$ cat src/hw/rtl/wad_pkg.sv
// shared types and constants for the weighted average decimator
// no dependencies; imported by every module of the block
`default_nettype none

package wad_pkg;

    localparam int CHAN_W    = 32;
    localparam int NUM_CHAN  = 4;
    localparam int STEP_W    = 11;
    localparam int MASK_W    = 4;
    localparam int CFG_IDX_W = 2;

    typedef enum logic [CFG_IDX_W-1:0] {
        CFG_STEP   = 2'd0,
        CFG_ENABLE = 2'd1,
        CFG_PASS   = 2'd2
    } t_cfg_idx;

    typedef enum logic [2:0] {
        ST_IDLE,
        ST_MAC,
        ST_DEN,
        ST_DIV,
        ST_WRITE
    } t_state;

    typedef struct packed {
        logic signed [CHAN_W-1:0] chan3_value;
        logic signed [CHAN_W-1:0] chan2_value;
        logic signed [CHAN_W-1:0] chan1_value;
        logic signed [CHAN_W-1:0] chan0_value;
    } t_in_item;

    typedef struct packed {
        logic signed [CHAN_W-1:0] chan3_avg;
        logic signed [CHAN_W-1:0] chan2_avg;
        logic signed [CHAN_W-1:0] chan1_avg;
        logic signed [CHAN_W-1:0] chan0_avg;
        logic        [MASK_W-1:0] present_mask;
    } t_out_item;

    typedef struct packed {
        logic mac_load;
        logic mac_step;
        logic div_load;
        logic div_step;
    } t_lane_ctl;

endpackage

`default_nettype wire

$ cat src/hw/rtl/wad_mac_lane.sv
// one channel of the bit-serial multiply-accumulate: serial-parallel multiplier
// feeding a rotating accumulator with a one-bit adder; depends on wad_pkg
`default_nettype none

module wad_mac_lane
    import wad_pkg::*;
#(
    parameter int ACC_W = 52,
    parameter int POS_W = 11
) (
    input  wire logic              i_clk,
    input  wire logic              i_rst_n,
    input  wire t_lane_ctl         i_ctl,
    input  wire logic [CHAN_W-1:0] i_value,
    input  wire logic [POS_W-1:0]  i_size,
    output logic      [ACC_W-1:0]  o_acc
);

    logic [ACC_W-1:0]  r_acc;
    logic [CHAN_W-1:0] r_x;
    logic [POS_W-1:0]  r_pp;
    logic              r_c;

    logic [POS_W:0]    w_t;
    logic              w_pb;
    logic              w_sum;
    logic              w_cout;

    // partial product plus size when the current multiplicand bit is set
    assign w_t    = {1'b0, r_pp} + (r_x[0] ? {1'b0, i_size} : '0);
    assign w_pb   = w_t[0];
    assign w_sum  = r_acc[0] ^ w_pb ^ r_c;
    assign w_cout = (r_acc[0] & w_pb) | (r_acc[0] & r_c) | (w_pb & r_c);

    always_ff @(posedge i_clk) begin
        if (!i_rst_n) begin
            r_acc <= '0;
        end else if (i_ctl.div_load) begin
            r_acc <= '0;
        end else if (i_ctl.mac_step) begin
            r_acc <= {w_sum, r_acc[ACC_W-1:1]};
        end
    end

    always_ff @(posedge i_clk) begin
        if (i_ctl.mac_load) begin
            r_x  <= i_value;
            r_pp <= '0;
            r_c  <= 1'b0;
        end else if (i_ctl.mac_step) begin
            // sign bit is replicated so the multiplicand runs sign-extended
            r_x  <= {r_x[CHAN_W-1], r_x[CHAN_W-1:1]};
            r_pp <= w_t[POS_W:1];
            r_c  <= w_cout;
        end
    end

    assign o_acc = r_acc;

endmodule

`default_nettype wire

$ cat src/hw/rtl/wad_div_lane.sv
// one channel of the restoring divider, one quotient bit per cycle
// divides the accumulator magnitude and restores the sign; depends on wad_pkg
`default_nettype none

module wad_div_lane
    import wad_pkg::*;
#(
    parameter int ACC_W = 52,
    parameter int DEN_W = 20
) (
    input  wire logic              i_clk,
    input  wire t_lane_ctl         i_ctl,
    input  wire logic [ACC_W-1:0]  i_acc,
    input  wire logic [DEN_W-1:0]  i_den,
    output logic      [CHAN_W-1:0] o_quot
);

    logic [ACC_W-1:0]  r_num;
    logic [DEN_W-1:0]  r_rem;
    logic [CHAN_W-1:0] r_q;
    logic              r_neg;

    logic [DEN_W:0]    w_trial;
    logic [DEN_W:0]    w_diff;
    logic              w_ge;

    assign w_trial = {r_rem, r_num[ACC_W-1]};
    assign w_diff  = w_trial - {1'b0, i_den};
    assign w_ge    = (w_trial >= {1'b0, i_den});

    always_ff @(posedge i_clk) begin
        if (i_ctl.div_load) begin
            r_neg <= i_acc[ACC_W-1];
            r_num <= i_acc[ACC_W-1] ? (~i_acc + 1'b1) : i_acc;
            r_rem <= '0;
            r_q   <= '0;
        end else if (i_ctl.div_step) begin
            r_num <= {r_num[ACC_W-2:0], 1'b0};
            r_rem <= w_ge ? w_diff[DEN_W-1:0] : w_trial[DEN_W-1:0];
            // only the low word of the quotient is kept
            r_q   <= {r_q[CHAN_W-2:0], w_ge};
        end
    end

    // truncation toward zero: divide the magnitude, then negate
    assign o_quot = r_neg ? (~r_q + 1'b1) : r_q;

endmodule

`default_nettype wire

$ cat src/hw/rtl/wad_ctrl.sv
// sequencer: window position, bit counter, denominator and lane control
// depends on wad_pkg
`default_nettype none

module wad_ctrl
    import wad_pkg::*;
#(
    parameter int ACC_W = 52,
    parameter int POS_W = 11,
    parameter int DEN_W = 20
) (
    input  wire logic             i_clk,
    input  wire logic             i_rst_n,
    input  wire logic             i_in_valid,
    output logic                  o_in_ready,
    input  wire logic             i_out_free,
    input  wire logic [POS_W-1:0] i_eff_step,
    output t_lane_ctl             o_ctl,
    output logic      [POS_W-1:0] o_size,
    output logic      [DEN_W-1:0] o_den,
    output logic                  o_out_load
);

    localparam int CNT_W = $clog2(ACC_W);

    t_state           r_state;
    t_state           n_state;
    logic [POS_W-1:0] r_pos;
    logic [POS_W-1:0] r_size;
    logic [DEN_W-1:0] r_den;
    logic [CNT_W-1:0] r_cnt;

    logic             w_accept;
    logic             w_last;
    logic             w_close;
    logic [2*POS_W:0] w_sz_ext;
    logic [2*POS_W:0] w_prod;

    assign w_accept = (r_state == ST_IDLE) && i_in_valid;
    assign w_last   = (r_cnt == CNT_W'(ACC_W - 1));
    assign w_close  = (r_size >= i_eff_step);
    assign w_sz_ext = {{(POS_W+1){1'b0}}, r_size};
    assign w_prod   = w_sz_ext * (w_sz_ext + 1'b1);

    // next state
    always_comb begin
        n_state = r_state;
        case (r_state)
            ST_IDLE: begin
                if (i_in_valid) n_state = ST_MAC;
            end
            ST_MAC: begin
                if (w_last) n_state = w_close ? ST_DEN : ST_IDLE;
            end
            ST_DEN: begin
                n_state = ST_DIV;
            end
            ST_DIV: begin
                if (w_last) n_state = ST_WRITE;
            end
            ST_WRITE: begin
                if (i_out_free) n_state = ST_IDLE;
            end
            default: begin
                n_state = ST_IDLE;
            end
        endcase
    end

    // outputs
    always_comb begin
        o_in_ready     = 1'b0;
        o_ctl          = '0;
        o_out_load     = 1'b0;
        case (r_state)
            ST_IDLE: begin
                o_in_ready   = 1'b1;
                o_ctl.mac_load = i_in_valid;
            end
            ST_MAC: begin
                o_ctl.mac_step = 1'b1;
            end
            ST_DEN: begin
                o_ctl.div_load = 1'b1;
            end
            ST_DIV: begin
                o_ctl.div_step = 1'b1;
            end
            ST_WRITE: begin
                o_out_load = i_out_free;
            end
            default: begin
                o_in_ready = 1'b0;
            end
        endcase
    end

    always_ff @(posedge i_clk) begin
        if (!i_rst_n) begin
            r_state <= ST_IDLE;
            r_pos   <= '0;
            r_cnt   <= '0;
        end else begin
            r_state <= n_state;
            if (w_accept || r_state == ST_DEN) begin
                r_cnt <= '0;
            end else if (r_state == ST_MAC || r_state == ST_DIV) begin
                r_cnt <= r_cnt + 1'b1;
            end
            if (r_state == ST_MAC && w_last) begin
                r_pos <= w_close ? '0 : r_size;
            end
        end
    end

    always_ff @(posedge i_clk) begin
        if (w_accept) begin
            r_size <= r_pos + 1'b1;
        end
        // triangular number of the samples actually in the window
        if (r_state == ST_DEN) begin
            r_den <= w_prod[DEN_W:1];
        end
    end

    assign o_size = r_size;
    assign o_den  = r_den;

    a_accept_starts_mac: assert property (@(posedge i_clk) disable iff (!i_rst_n)
        (i_in_valid && o_in_ready) |=> o_ctl.mac_step)
        else $error("request accepted but accumulation did not start");

    a_div_after_mac: assert property (@(posedge i_clk) disable iff (!i_rst_n)
        o_ctl.div_load |-> ($past(r_state) == ST_MAC))
        else $error("divider loaded without a finished accumulation");

    a_div_only_on_close: assert property (@(posedge i_clk) disable iff (!i_rst_n)
        o_ctl.div_load |-> (r_size >= i_eff_step))
        else $error("window closed before reaching the step");

endmodule

`default_nettype wire

$ cat src/hw/rtl/weighted_average_decimator_top.sv
// top level of the weighted average decimator: configuration registers,
// channel lanes and output register; depends on wad_pkg, wad_ctrl, wad_mac_lane, wad_div_lane
`default_nettype none

// Each accepted request is one sample of all four channels. Every enabled,
// averaged channel adds sample times window position into a bit-serial
// accumulator of ACC_W bits (52 at the default MAX_STEP of 1024), one bit per
// cycle. The sample that closes the window then runs a restoring divider over
// the same ACC_W bits before the result sits in the output register. The
// result register frees the input side: the next sample is taken while a
// result waits, and only a second closing window waits for it to drain.
// Reset needs no clearing pass. Configuration is written through its own
// channel, which is always ready; the user must write it only while the block
// is idle, as the block itself does not enforce this.
module weighted_average_decimator_top
    import wad_pkg::*;
#(
    parameter int MAX_STEP = 1024
) (
    input  wire logic                 i_clk,
    input  wire logic                 i_rst_n,
    input  wire logic                 i_cfg_valid,
    output logic                      o_cfg_ready,
    input  wire logic [CFG_IDX_W-1:0] i_cfg_index,
    input  wire logic [STEP_W-1:0]    i_cfg_data,
    input  wire logic                 i_in_valid,
    output logic                      o_in_ready,
    input  wire t_in_item             i_in_data,
    output logic                      o_out_valid,
    input  wire logic                 i_out_ready,
    output t_out_item                 o_out_data
);

    localparam int     POS_W = $clog2(MAX_STEP + 1);
    localparam longint TRI   = (longint'(MAX_STEP) * (longint'(MAX_STEP) + 1)) / 2;
    localparam int     DEN_W = $clog2(TRI + 1);
    localparam int     ACC_W = CHAN_W + DEN_W;

    logic [STEP_W-1:0] r_step;
    logic [MASK_W-1:0] r_en;
    logic [MASK_W-1:0] r_pass;
    t_in_item          r_in;
    t_out_item         r_out;
    logic              r_out_valid;

    logic [31:0]       w_step_ext;
    logic [POS_W-1:0]  w_eff;
    logic              w_out_free;
    logic              w_out_load;
    t_lane_ctl         w_ctl;
    logic [POS_W-1:0]  w_size;
    logic [DEN_W-1:0]  w_den;

    logic [CHAN_W-1:0] w_new_val [NUM_CHAN];
    logic [CHAN_W-1:0] w_cur_val [NUM_CHAN];
    logic [CHAN_W-1:0] w_mac_val [NUM_CHAN];
    logic [ACC_W-1:0]  w_acc     [NUM_CHAN];
    logic [CHAN_W-1:0] w_quot    [NUM_CHAN];
    logic [CHAN_W-1:0] w_res     [NUM_CHAN];

    assign o_cfg_ready = 1'b1;

    always_ff @(posedge i_clk) begin
        if (!i_rst_n) begin
            r_step <= STEP_W'(1);
            r_en   <= '1;
            r_pass <= '0;
        end else if (i_cfg_valid) begin
            case (i_cfg_index)
                CFG_STEP:   r_step <= i_cfg_data;
                CFG_ENABLE: r_en   <= i_cfg_data[MASK_W-1:0];
                CFG_PASS:   r_pass <= i_cfg_data[MASK_W-1:0];
                default:    r_step <= r_step;
            endcase
        end
    end

    // step of zero acts as one, anything above MAX_STEP saturates
    assign w_step_ext = 32'(r_step);
    always_comb begin
        if (r_step == '0) begin
            w_eff = POS_W'(1);
        end else if (w_step_ext > 32'(MAX_STEP)) begin
            w_eff = POS_W'(MAX_STEP);
        end else begin
            w_eff = POS_W'(w_step_ext);
        end
    end

    assign w_new_val[0] = i_in_data.chan0_value;
    assign w_new_val[1] = i_in_data.chan1_value;
    assign w_new_val[2] = i_in_data.chan2_value;
    assign w_new_val[3] = i_in_data.chan3_value;
    assign w_cur_val[0] = r_in.chan0_value;
    assign w_cur_val[1] = r_in.chan1_value;
    assign w_cur_val[2] = r_in.chan2_value;
    assign w_cur_val[3] = r_in.chan3_value;

    always_ff @(posedge i_clk) begin
        if (w_ctl.mac_load) begin
            r_in <= i_in_data;
        end
    end

    assign w_out_free = !r_out_valid || i_out_ready;

    wad_ctrl #(
        .ACC_W (ACC_W),
        .POS_W (POS_W),
        .DEN_W (DEN_W)
    ) u_ctrl (
        .i_clk      (i_clk),
        .i_rst_n    (i_rst_n),
        .i_in_valid (i_in_valid),
        .o_in_ready (o_in_ready),
        .i_out_free (w_out_free),
        .i_eff_step (w_eff),
        .o_ctl      (w_ctl),
        .o_size     (w_size),
        .o_den      (w_den),
        .o_out_load (w_out_load)
    );

    for (genvar c = 0; c < NUM_CHAN; c++) begin : g_lane
        // channels that are off or passed through add nothing
        assign w_mac_val[c] = (r_en[c] && !r_pass[c]) ? w_new_val[c] : '0;

        wad_mac_lane #(
            .ACC_W (ACC_W),
            .POS_W (POS_W)
        ) u_mac (
            .i_clk   (i_clk),
            .i_rst_n (i_rst_n),
            .i_ctl   (w_ctl),
            .i_value (w_mac_val[c]),
            .i_size  (w_size),
            .o_acc   (w_acc[c])
        );

        wad_div_lane #(
            .ACC_W (ACC_W),
            .DEN_W (DEN_W)
        ) u_div (
            .i_clk  (i_clk),
            .i_ctl  (w_ctl),
            .i_acc  (w_acc[c]),
            .i_den  (w_den),
            .o_quot (w_quot[c])
        );

        assign w_res[c] = !r_en[c]  ? '0 :
                          r_pass[c] ? w_cur_val[c] : w_quot[c];
    end

    always_ff @(posedge i_clk) begin
        if (!i_rst_n) begin
            r_out_valid <= 1'b0;
        end else if (w_out_load) begin
            r_out_valid <= 1'b1;
        end else if (i_out_ready) begin
            r_out_valid <= 1'b0;
        end
    end

    always_ff @(posedge i_clk) begin
        if (w_out_load) begin
            r_out.chan0_avg    <= w_res[0];
            r_out.chan1_avg    <= w_res[1];
            r_out.chan2_avg    <= w_res[2];
            r_out.chan3_avg    <= w_res[3];
            r_out.present_mask <= r_en;
        end
    end

    assign o_out_valid = r_out_valid;
    assign o_out_data  = r_out;

endmodule

`default_nettype wire

$ cat config.mk
export PLATFORM = sky130hd
export DESIGN_NAME = weighted_average_decimator_top
export DESIGN_NICKNAME = d
export VERILOG_FILES = /design/src/hw/rtl/wad_pkg.sv /design/src/hw/rtl/wad_mac_lane.sv /design/src/hw/rtl/wad_div_lane.sv /design/src/hw/rtl/wad_ctrl.sv /design/src/hw/rtl/weighted_average_decimator_top.sv
export SDC_FILE = /design/constraint.sdc
export NUM_CORES = 2
export LEC_CHECK = 0
export ABC_CLOCK_PERIOD_IN_PS = 15650
export BUFFER_PORTS_ARGS = -buffer_cell sky130_fd_sc_hd__buf_4
export CAP_MARGIN = 40
export CORE_UTILIZATION = 25
export CTS_CLUSTER_SIZE = 40
export DETAILED_ROUTE_END_ITERATION = 8
export GPL_TIMING_DRIVEN = 0
export SYNTH_ARGS = -nofsm -noshare
export SYNTH_HDL_FRONTEND = slang
export SYNTH_SLANG_ARGS = --single-unit
$ cat constraint.sdc
create_clock -name i_clk -period 15.65 [get_ports i_clk]
set_input_delay 3.13 -clock i_clk [delete_from_list [all_inputs] [get_ports i_clk]]
set_output_delay 3.13 -clock i_clk [all_outputs]
set_load 0.1 [all_outputs]
# == After elaboration in Yosys (flattened, before gate mapping) ==
# Cells that the tools add are included.
# word_totals
word_cells,211
output_inout_bits,135
regBits,1135
# classes
n_lt_le_gt_ge,6
reduce_logical,26
n_mul,1
mux,57
bitwise_logic,37
eq_ne,11
n_addsub,19
# ops
op,n
$mux W52,12
$mux W32,16
$add A52 B1 Y52 const B,4
$not A52 Y52,4
$add A32 B1 Y32 const B,4
$not A32 Y32,4
$mux W31,4
$ge A21 B20 Y1,4
$mux W20,4
$sub A20 B20 Y20,4
$mux W11,7
$add A11 B12 Y12,4
$mul A11 B23 Y21,1
$pmux W3 S5,1
$add A11 B1 Y12 const B,1
$and A1 B1 Y1,12
$mux W3,4
$add A11 B1 Y11 const B,1
$ge A11 B11 Y1,1
$gt A11 B11 Y1 const B,1
$logic_not A11 Y1,1
$mux W1,8
$or A1 B1 Y1,8
$xor A1 B1 Y1,8
20 further kinds,39

# == Depth between registers and ports, before layout ==
# logic_depth
depth_word,7
ltp_mapped,26
ltp_nobuf,25

# == By module ==
# Synthesis repeated with hierarchy kept, for this count alone.
# unflattened
hier_cells,6001
hier_area_um2,62553.7
# modules_own_cells
module,area_each_um2,instances,cells_each
wad_div_lane at g_lane[1].u_div ...,6905.4,3,776
wad_mac_lane,4159.0,4,362
weighted_average_decimator_top,11776.3,1,773
wad_div_lane at g_lane[0].u_div,6831.6,1,774
wad_ctrl,6593.8,1,678

# == Least setup slack after synthesis ==
# OpenSTA, ideal clock, no wires.
# synth_path
kind,input -> register
from,in i_in_valid
to,reg g_lane[0].u_mac.r_x[31] (enable)
setup_time_ps,563
cell_stages,3
n_path_buf,1
path_slack_ps,7611
t_arrival_ps,7476
path_cell_list,nand2_1 inv_2 clkbuf_1
# synth_via
elab_chain_cells,1
# synth_lines
element,line_no,rtl
"start, declared",weighted_average_decimator_top.sv:26,"input wire logic i_in_valid,"
$mux W1,wad_ctrl.sv:75,case (r_state)
"end signal, assigned",wad_mac_lane.sv:47,r_x <= i_value;
"end signal, assigned",wad_mac_lane.sv:52,"r_x <= {r_x[CHAN_W-1], r_x[CHAN_W-1:1]};"
"end, declared",wad_mac_lane.sv:20,logic [CHAN_W-1:0] r_x;
# Every way passes these cells.
# A chain may end at the register's enable or synchronous reset.

# == Worst setup path after layout ==
# layout_path
from,"reg u_ctrl.r_size[1], in the netlist u_ctrl.o_size[1]"
to,"reg u_ctrl.r_den[19], in the netlist u_ctrl.o_den[19], data pin"
# layout_via
elab_chain_cells,2
# layout_lines
element,line_no,rtl
"start, declared",wad_ctrl.sv:29,logic [POS_W-1:0] r_size;
"start signal, assigned",wad_ctrl.sv:118,r_size <= r_pos + 1'b1;
$add A11 B1 Y12,wad_ctrl.sv:43,assign w_prod = w_sz_ext * (w_sz_ext + 1'b1);
$mul A11 B23 Y21 (*),wad_ctrl.sv:43,
net u_ctrl.w_prod[20],wad_ctrl.sv:37,logic [2*POS_W:0] w_prod;
"end signal, assigned",wad_ctrl.sv:122,r_den <= w_prod[DEN_W:1];
"end, declared",wad_ctrl.sv:30,logic [DEN_W-1:0] r_den;
# Mark *: on every way through the listed nets, which the timed path passes. The rest lies on a longest branch.

==> run summary <==
Root Buffer -> clkbuf_16
Syn nets -> 6777
Vias in the first global route -> 45443
Mapped Area -> 59480 µm²
Synth cell types -> 80
Hold path depth -> 2
Crit path arrival time -> 7.95 ns
TritonCTS buffer count -> 115
Final instance area -> 69970 µm²
Async set-reset flop share out of synthesis -> 0%
RSZ-0062 raised after global routing -> false
DIE HEIGHT -> 489.8 µm
Post-Synth Simple-Gate Area -> 18.11%
Worst hold slack -> 0.4631 ns
Status -> completed
Placed Area -> 66010 µm²
CTS max path bufs -> 3
Drt initial violations -> 3814
CP required -> 16.14 ns
DR DRC count -> 0
Leak -> 27.21 nW
Synthesis Warnings -> 0
Maxcap violations -> 0
Mux contribution to synthesized area -> 1.384%
Wire per inst -> 18.27 µm
PD cells -> 98.38 nW/µm²
HP Class -> reg2reg
Initial Utilization -> 25.22%
Tcrit/Tclk final -> 47.69%
Mapped Avg Cell Area -> 9.406 µm²
Setup TNS -> 0 ns
Non-Filler Instances -> 10002
Main combinational cell family by area after synthesis -> simple AND/OR/NAND/NOR gates
Initial antenna violation count -> 16
# hold bufs at CTS -> 0
Die area -> 239900 µm²
CTS resizes -> 0
Via density -> 4.765
DR vias -> 47658
Filler cells -> 24319
Ys flop type -> edfxtp_1
Tot GR Track Use -> 14.88%
Final Hold Vio Count -> 0
Cells after Synth -> 6324
First-pass GRT wire length -> 275.9 mm
Most frequent cells after synthesis -> 1390 x nand2_1, 631 x edfxtp_1, 504 x dfxtp_1, 446 x a21oi_1, 344 x clkbuf_1
H-tree depth -> 3
Post-Place Cells -> 9778
Reg area -> 29040 µm²
Post-synthesis compound-gate area fraction -> 13.94%
R2R depth -> 22
Slew Limit Headroom -> 36.85%
Insertion delay to the later sink of the worst-skew pair -> 0.79 ns
CTS tree -> done
Setup ws final -> 8.186 ns
IO Port Bufs -> 278
Sequential share of the synthesized area -> 48.82%
XOR/XNOR Fraction of Synth Area -> 6.287%
Post-DRT Antenna Nets -> 0
Yosys top cell area share -> 31.85%
Postcts setup bufs -> 0
Boundary Pins -> 281
Largest net degree at the start of global routing -> 127
Grt total ovfl -> 0
Setup crit start kind -> flop
Seq cells post-synth -> 1135
Max Fclk -> 134.0 MHz
Synth Area in Adders -> 7.719%
FP Rows -> 178
Layout area overhead -> 17.63%
# setup viols final -> 0
Routed Wire Length -> 182.8 mm
Slew @ Worst Pin -> 0.9386 ns
Post-DP HPWL -> 138.1 mm
Clk pin slew, worst setup/hold paths -> 0.07 ns
Worst Skew -> 0.04954 ns
Layout net count -> 7199
Minimum clock period -> 7.464 ns
Most frequent cell after synthesis -> nand2_1
Max-slew violation count -> 0
GP Congestion -> 0.9159
Core area -> 235900 µm²
Setup WS pre-CTS -> 8.167 ns
Share of layout cells above drive strength 1 -> 7.564%
Post-synth EDFFs -> 631
First-pass DRT Iterations -> 8
CTS sink count -> 1135
Area contributors post-synth -> edfxtp_1 32%, dfxtp_1 17%, nand2_1 8.8%
Area of the multi-input gates -> 28230 µm²
Peak supply drop -> 0.09411 mV
Setup crit end kind -> flop
Synth area leader -> edfxtp_1
Die width -> 489.8 µm
Crit-path max FO -> 10
Critical path class -> reg2reg
[logic make-up after synthesis]
logic type / Yosys count
AO/OA/AOI/OAI: 1411
XOR/XNOR: 427
adder cells (fa/ha/maj): 307
multiplexers: 82
flip-flops: 1135
AND/OR/NAND/NOR: 2369
other: 1
buffers and inverters: 592
[metrics by stage]
stage	util (%)	power (mW)
finish	29.67	6.884
global route	29.67	7.147
CTS	29.66	6.954
detailed placement	27.99	4.060
global placement	27.78	4.048
floorplan	-	3.803
[routing by layer]
| metal | vias to the layer above | wire, µm | part of all wire (%) | track usage (%) |
|---|---|---|---|---|
| met5 | - | 36 | 0.020 | 0 |
| met4 | 6 | 7696 | 4.2 | 6.684 |
| met3 | 268 | 12510 | 6.8 | 2.532 |
| met2 | 1445 | 84470 | 46 | 24.33 |
| met1 | 23066 | 78060 | 43 | 19.13 |
| li1 | 22873 | - | - | - |
[where the power goes]
| group | switching (mW) | internal, mW |
|---|---|---|
| clock network | 1.25 | 1.64 |
| logic | 0.442 | 0.246 |
| registers | 0.0449 | 3.26 |
[cell usage in the layout, fill, tap and decap left out, types with 15 or more instances in the layout]
master | synthesis | final
nand2b_1 | 79 | 79
mux2i_1 | 80 | 80
xnor2_1 | 94 | 94
o41ai_1 | 48 | 48
ha_1 | 207 | 207
nor4_1 | 24 | 24
a21o_1 | 40 | 40
a31oi_1 | 21 | 21
nand3_1 | 230 | 230
and3_1 | 29 | 28
o21a_1 | 17 | 17
o211a_1 | 18 | 18
or4_1 | 45 | 45
inv_1 | 224 | 223
and2_1 | 148 | 148
nor2_1 | 151 | 151
clkbuf_8 | 0 | 17
nand2_1 | 1390 | 1390
clkbuf_16 | 0 | 121
clkinv_2 | 0 | 20
nand4_1 | 24 | 24
dfxtp_1 | 504 | 504
edfxtp_1 | 631 | 631
or3_1 | 57 | 57
nor2b_1 | 92 | 92
buf_4 | 1 | 280
nor3_1 | 48 | 48
clkbuf_1 | 344 | 374
o21ai_0 | 322 | 322
o21ai_1 | 240 | 240
a22o_1 | 44 | 44
o211ai_1 | 15 | 15
a21oi_1 | 446 | 446
o31ai_1 | 106 | 106
fa_1 | 100 | 100
buf_1 | 15 | 15
xor2_1 | 333 | 333
[flip-flops by register name (all words and copies together), names as in the netlist, 4 cells and up]
| name | count |
|---|---|
| g_lane.u_div.r_rem | 80 |
| g_lane.u_mac.r_c | 4 |
| g_lane.u_div.r_num | 208 |
| r_step | 11 |
| r_en | 4 |
| u_ctrl.r_cnt | 6 |
| u_ctrl.o_den | 20 |
| g_lane.u_mac.o_acc | 208 |
| g_lane.u_mac.r_x | 128 |
| r_in | 128 |
| u_ctrl.r_pos | 11 |
| g_lane.u_div.r_neg | 4 |
| u_ctrl.o_size | 11 |
| g_lane.u_mac.r_pp | 44 |
| o_out_data | 132 |
| r_pass | 4 |
| g_lane.u_div.r_q | 128 |
[cell type report]
class	count	area share, %
clock inverter	47	0.7903
antenna	4	0.01430
clock buffer	172	4.846
inverter	232	1.262
sequential	1135	41.50
timing repair buffer	305	3.673
tap	3150	5.633
buffer	360	1.945
multi-input combinational	4597	40.34
[worst max-delay path: stages, from the launching register on]
cell      delay, ns
edfxtp_1       0.42
clkbuf_1       0.60
nand3_1        0.21
nor2_1         0.32
nand2_1        0.10
ha_1           0.30
clkbuf_1       0.41
nand2b_1       0.20
fa_1           0.43
fa_1           0.51
fa_1           0.50
inv_1          0.06
fa_1           0.51
fa_1           0.52
ha_1           0.36
a211o_1        0.36
a211oi_1       0.34
o21ai_1        0.18
a31oi_1        0.28
a211oi_1       0.15
o21a_1         0.19
nor2_1         0.11
xnor2_1        0.13
[final timing paths]
kind                                 from                       to  slack (ns)
setup / recovery         u_ctrl.o_size[1]         u_ctrl.o_den[19]        8.19
hold / removal    g_lane[3].u_mac.r_pp[2]  g_lane[3].u_mac.r_pp[2]        0.46
setup reg to reg         u_ctrl.o_size[1]         u_ctrl.o_den[19]        8.19
hold reg to reg   g_lane[3].u_mac.r_pp[2]  g_lane[3].u_mac.r_pp[2]        0.46
No activity file was read; power rests on OpenSTA's default activity.
